### src/hdl/rgbyc_pkg.sv
package rgbyc_pkg;

   // register indexes on the configuration port
   localparam logic [1:0] REG_FRAME_WIDTH  = 2'd0;
   localparam logic [1:0] REG_FRAME_HEIGHT = 2'd1;

   // configuration widths and reset values
   localparam int unsigned CSR_DATA_W   = 13;
   localparam int unsigned CSR_INDEX_W  = 2;
   localparam int unsigned ROW_W        = 13;
   localparam int unsigned SIZE_W       = 14;
   localparam logic [12:0] WIDTH_RESET  = 13'd1280;
   localparam logic [12:0] HEIGHT_RESET = 13'd960;

   // default widest frame
   localparam int unsigned MAX_WIDTH_DEF = 4096;

   // bt.601 style coefficients, 16 fractional bits
   localparam logic [15:0] COEF_Y_R = 16'd19595;
   localparam logic [15:0] COEF_Y_G = 16'd38470;
   localparam logic [15:0] COEF_Y_B = 16'd7471;
   localparam logic signed [17:0] COEF_CB = 18'sd37028;
   localparam logic signed [17:0] COEF_CR = 18'sd46727;
   localparam logic signed [10:0] CHROMA_OFFSET = 11'sd128;

   // one pixel
   typedef struct packed {
      logic [7:0] r;
      logic [7:0] g;
      logic [7:0] b;
   } pixel_type;

   // horizontal pair sums kept in the line buffer
   typedef struct packed {
      logic [8:0] r;
      logic [8:0] g;
      logic [8:0] b;
   } pair_sum_type;

   // pixel as it leaves the front end
   typedef struct packed {
      logic         vld;
      logic         chroma;
      pixel_type    pix;
      pair_sum_type sum;
   } front_stage_type;

   // one result transaction
   typedef struct packed {
      logic       chroma_valid;
      logic [7:0] luma;
      logic [7:0] cb;
      logic [7:0] cr;
   } result_type;

endpackage

### src/hdl/rgbyc_color_pipe.sv
module rgbyc_color_pipe
   import rgbyc_pkg::*;
(
   input  logic            clock,
   input  logic            reset,
   input  logic            advance,
   input  front_stage_type front,
   input  pair_sum_type    line_data,
   output logic            out_vld,
   output result_type      result
);

   // averages stage
   logic      avg_vld_ff, avg_chroma_ff;
   pixel_type avg_pix_ff, avg_ff;

   // product stage
   logic        prod_vld_ff, prod_chroma_ff;
   logic [23:0] py_r_ff, py_g_ff, py_b_ff;
   logic [23:0] pb_r_ff, pb_g_ff, pb_b_ff;
   logic [7:0]  prod_avg_r_ff, prod_avg_b_ff;

   // difference stage
   logic              diff_vld_ff, diff_chroma_ff;
   logic [7:0]        diff_luma_ff;
   logic signed [8:0] db_ff, dr_ff;

   // chroma product stage
   logic               cp_vld_ff, cp_chroma_ff;
   logic [7:0]         cp_luma_ff;
   logic signed [25:0] cbp_ff, crp_ff;

   // output register
   logic       out_vld_ff;
   result_type result_ff;

   logic [9:0]  sum4_r, sum4_g, sum4_b;
   logic [23:0] y_sum, yb_sum;
   logic [7:0]  yb;
   logic signed [9:0]  cb_shift, cr_shift;
   logic signed [10:0] cb_in, cr_in;
   logic [7:0]  cb_clamp, cr_clamp;

   // four-pixel sums of the block
   assign sum4_r = 10'(line_data.r) + 10'(front.sum.r);
   assign sum4_g = 10'(line_data.g) + 10'(front.sum.g);
   assign sum4_b = 10'(line_data.b) + 10'(front.sum.b);

   always_ff @(posedge clock) begin
      if (advance) begin
         avg_pix_ff <= front.pix;
         avg_ff.r   <= sum4_r[9:2];
         avg_ff.g   <= sum4_g[9:2];
         avg_ff.b   <= sum4_b[9:2];
         avg_chroma_ff <= front.chroma;
      end
   end

   // luma products for the pixel and for the block average
   always_ff @(posedge clock) begin
      if (advance) begin
         py_r_ff <= 24'(avg_pix_ff.r) * 24'(COEF_Y_R);
         py_g_ff <= 24'(avg_pix_ff.g) * 24'(COEF_Y_G);
         py_b_ff <= 24'(avg_pix_ff.b) * 24'(COEF_Y_B);
         pb_r_ff <= 24'(avg_ff.r) * 24'(COEF_Y_R);
         pb_g_ff <= 24'(avg_ff.g) * 24'(COEF_Y_G);
         pb_b_ff <= 24'(avg_ff.b) * 24'(COEF_Y_B);
         prod_avg_r_ff  <= avg_ff.r;
         prod_avg_b_ff  <= avg_ff.b;
         prod_chroma_ff <= avg_chroma_ff;
      end
   end

   // luma and color differences
   assign y_sum  = py_r_ff + py_g_ff + py_b_ff;
   assign yb_sum = pb_r_ff + pb_g_ff + pb_b_ff;
   assign yb     = yb_sum[23:16];

   always_ff @(posedge clock) begin
      if (advance) begin
         diff_luma_ff   <= y_sum[23:16];
         db_ff          <= $signed({1'b0, prod_avg_b_ff}) - $signed({1'b0, yb});
         dr_ff          <= $signed({1'b0, prod_avg_r_ff}) - $signed({1'b0, yb});
         diff_chroma_ff <= prod_chroma_ff;
      end
   end

   // scaled differences
   always_ff @(posedge clock) begin
      if (advance) begin
         cbp_ff       <= 26'(db_ff) * 26'(COEF_CB);
         crp_ff       <= 26'(dr_ff) * 26'(COEF_CR);
         cp_luma_ff   <= diff_luma_ff;
         cp_chroma_ff <= diff_chroma_ff;
      end
   end

   // floor shift, offset and clamp
   assign cb_shift = cbp_ff[25:16];
   assign cr_shift = crp_ff[25:16];
   assign cb_in    = 11'(cb_shift) + CHROMA_OFFSET;
   assign cr_in    = 11'(cr_shift) + CHROMA_OFFSET;

   always_comb begin
      if (cb_in < 0) begin
         cb_clamp = 8'd0;
      end else if (cb_in > 11'sd255) begin
         cb_clamp = 8'd255;
      end else begin
         cb_clamp = cb_in[7:0];
      end
      if (cr_in < 0) begin
         cr_clamp = 8'd0;
      end else if (cr_in > 11'sd255) begin
         cr_clamp = 8'd255;
      end else begin
         cr_clamp = cr_in[7:0];
      end
   end

   always_ff @(posedge clock) begin
      if (advance) begin
         result_ff.luma         <= cp_luma_ff;
         result_ff.chroma_valid <= cp_chroma_ff;
         result_ff.cb           <= cp_chroma_ff ? cb_clamp : 8'd0;
         result_ff.cr           <= cp_chroma_ff ? cr_clamp : 8'd0;
      end
   end

   // stage valid bits
   always_ff @(posedge clock) begin
      if (reset) begin
         avg_vld_ff  <= 1'b0;
         prod_vld_ff <= 1'b0;
         diff_vld_ff <= 1'b0;
         cp_vld_ff   <= 1'b0;
         out_vld_ff  <= 1'b0;
      end else if (advance) begin
         avg_vld_ff  <= front.vld;
         prod_vld_ff <= avg_vld_ff;
         diff_vld_ff <= prod_vld_ff;
         cp_vld_ff   <= diff_vld_ff;
         out_vld_ff  <= cp_vld_ff;
      end
   end

   assign out_vld = out_vld_ff;
   assign result  = result_ff;

endmodule

### config.mk
export PLATFORM = sky130hd
export DESIGN_NAME = rgbyc_color_pipe
export DESIGN_NICKNAME = d
export VERILOG_FILES = /design/src/hdl/rgbyc_pkg.sv /design/src/hdl/rgbyc_color_pipe.sv
export SDC_FILE = /design/constraint.sdc
export NUM_CORES = 1
export LEC_CHECK = 0
export BUFFER_PORTS_ARGS = -buffer_cell sky130_fd_sc_hd__buf_2
export CORE_MARGIN = 2
export CORE_UTILIZATION = 63
export CTS_CLUSTER_SIZE = 40
export DETAILED_ROUTE_END_ITERATION = 8
export PLACE_DENSITY = 0.81
export SLEW_MARGIN = 20
export SYNTH_ARGS = -nofsm -noshare
export SYNTH_HDL_FRONTEND = slang
export SYNTH_SLANG_ARGS = --single-unit
export TNS_END_PERCENT = 5
### constraint.sdc
create_clock -name clock -period 14.7 [get_ports clock]
set_input_delay 2.205 -clock clock [delete_from_list [all_inputs] [get_ports clock]]
set_output_delay 2.205 -clock clock [all_outputs]
set_load 0.01 [all_outputs]
==> flow_summary.yaml <==
run_status:
  outcome: "finished clean"
cts:
  post-cts-setup-buffers: 0
  ctsHoldBuffers: 0
  clock_tree.root_cell: "clkbuf_16"
  clock-sinks: 284
  cts_tree: "yes"
  clk_pin_slew_ns: 0.06
  htree_levels: 2
  numCtsBuffers: 35
  insertion_delay_ns: 0.55
  cts-resized-gates: 0
  cts.path.max_buffers: 3
grt:
  grt_max_degree: 119
  grt_pass1_wl_mm: 87.33
  antenna_found_initial: 0
  grt_pass1_vias: 18530
  grt_overflow: 0
  grt_use_total_pct: 24.36
place:
  dp_hpwl_mm: 42.57
  pre_cts_slack_ns: 9.116
  gp_congestion: 0.8718
  numPortBuffers: 108
cells_and_area:
  nets: 3402
  drive_gt1_share_pct: 7.765
  area.sequential_sq_um: 8478
  antenna_cells: 0
  multiInputGateArea_sq_um: 17210
  fill_cells: 3106
  area_delta_synth_final_pct: 8.918
route:
  ant_nets: 0
  drt-initial-drc-count: 919
  via_per_inst: 5.573
  firstDrtPassIters: 5
  drc_errors: 0
  wirelength_mm: 51.93
  vias: 17400
  wl_per_cell_microns: 16.63
die:
  die_w_microns: 212.2
  std_cell_rows: 76
  io_pins: 109
  die_h_microns: 212.2
  core_sq_um: 42980
  initial_utilization_pct: 63.55
  dieArea_sq_um: 45040
sta:
  slew_headroom_pct: 30.53
  tns_ns: 0
  rsz0062_at_grt: "no"
  layout_min_cycle_time_ns: 5.595
  finalSetupViolations: 0
  drv_slew: 0
  fmax_mhz: 178.7
  tightest_slew_ns: 1.042
  clock_skew_ns: 0.01335
  finalCritPeriodShare_pct: 38.06
  fin_ws_ns: 9.105
  finalHoldViolCount: 0
synthesis:
  synth_ff_type: "edfxtp_1"
  synth_edf_count: 279
  synth_nets: 3259
  yosys.area.top_type: "edfxtp_1"
  synth.top_cell.area_share_pct: 30.67
  synth_cells: 2368
  avgSynthCellArea_sq_um: 11.54
  ys_types: 73
  synth_seq_cells: 284
  ys_seq_area_share_pct: 31.04
  async_reset_ff_share_pct: 0
  netlist_top_cells_count: "ha_1, inv_1, edfxtp_1, fa_1"
  synth_most_common_cell: "ha_1"
  yosys_warnings: 0
  syn_area_sq_um: 27320
  synth_area_leaders: "edfxtp_1, ha_1, fa_1"
worst_setup_path:
  required_ns: 15.00
  worst_setup_path_end_kind: "flip-flop"
  cp_max_fo: 7
  critical_path_arrival_ns: 5.90
  worstSetupPathType: "reg2reg"
  startpoint_type: "flip-flop"
min_path:
  hold_path.class: "reg2reg"
flow_run:
  maxCapViolations: 0
-- path summary, 6_finish.rpt --
| path | to | from | cells after the start | slack (ns) |
|---|---|---|---|---|
| max | pb_b_ff[20]$_DFFE_PP_ | avg_ff[5]$_DFFE_PP_ | 16 | 9.11 |
| min | cp_luma_ff[2]$_DFFE_PP_ | diff_luma_ff[2]$_DFFE_PP_ | 0 | 0.42 |
| max reg2reg | pb_b_ff[20]$_DFFE_PP_ | avg_ff[5]$_DFFE_PP_ | 16 | 9.11 |
| min reg2reg | cp_luma_ff[2]$_DFFE_PP_ | diff_luma_ff[2]$_DFFE_PP_ | 0 | 0.42 |
-- worst max-delay path: stages (launching register included) --
cell,delay [ns]
edfxtp_1,0.52
fa_1,0.60
inv_1,0.08
fa_1,0.53
inv_1,0.05
fa_1,0.50
inv_1,0.06
fa_1,0.53
inv_1,0.04
ha_1,0.30
a21boi_0,0.16
o41ai_1,0.63
o21ai_0,0.30
o41ai_1,0.50
o211ai_1,0.20
a31oi_1,0.23
xnor2_1,0.09
-- layout by cell type, fill, tap and decap left out, types with 7 or more instances in the layout --
cell type and instances:
a31oi_1 17, or2_2 13, nand3_1 18, ha_1 597, and3_1 18, nor3_1 52, o21ai_0 38, o21a_1 44
nand2_1 52, a21oi_1 90, xor2_1 41, edfxtp_1 279, nor2b_1 17, nor2_1 111, a211oi_1 7, clkinv_1 9
a21boi_0 11, o21bai_1 18, a21o_1 27, nand4_1 8, clkbuf_16 36, mux2i_1 7, inv_1 426, or3_1 9
a211o_1 8, and2_1 9, buf_2 107, o211ai_1 14, nand2b_1 15, fa_1 211, xnor2_1 111
-- layout make-up --
| type | instances | share of cell area (%) |
|---|---|---|
| multi-input combinational | 1653 | 57.85 |
| sequential | 284 | 28.50 |
| inverter | 426 | 5.374 |
| clock buffer | 41 | 3.158 |
| tap | 585 | 2.460 |
| timing repair buffer | 111 | 1.993 |
| clock inverter | 22 | 0.6687 |
-- through the flow --
stage               area [sq um]  hold slack (ns)  std cells  util (%)
floorplan                  27320           0.4003       2368         -
global placement           28590           0.4000       3058     66.51
detailed placement         28590           0.4045       3058     66.51
CTS                        29720           0.4206       3121     69.16
global route               29750           0.4248       3122     69.22
finish                     29750           0.4188       3122     69.22
-- flip-flops by register name, indices dropped and copies added (netlist names), 8 cells and up --
name	flops
pb_r_ff	22
db_ff	9
cbp_ff	10
py_b_ff	21
dr_ff	9
py_r_ff	23
crp_ff	10
cp_luma_ff	8
avg_ff	24
py_g_ff	23
diff_luma_ff	8
prod_avg_b_ff	8
avg_pix_ff	24
pb_g_ff	23
pb_b_ff	20
result	25
prod_avg_r_ff	8
-- metal layers --
metal,global-route usage (%),wire (microns)
met1,31.51,22960
met2,42.69,25540
met3,3.575,2097
met4,7.017,1329
met5,0,0
-- kinds of logic (layout without fill, tap and decap cells) --
group,after synthesis,after routing,share of synthesized area [%]
AND/OR/NAND/NOR,338,338,6.193
flip-flops,284,284,31.04
AO/OA/AOI/OAI,342,342,8.630
buffers and inverters,431,600,5.955
multiplexers,7,7,0.2565
XOR/XNOR,152,152,4.874
adder cells (fa/ha/maj),814,814,43.06
Power is left out: the tool's default activity adds up to more than one toggle a clock period on the data nets, which glitch-free logic cannot reach.
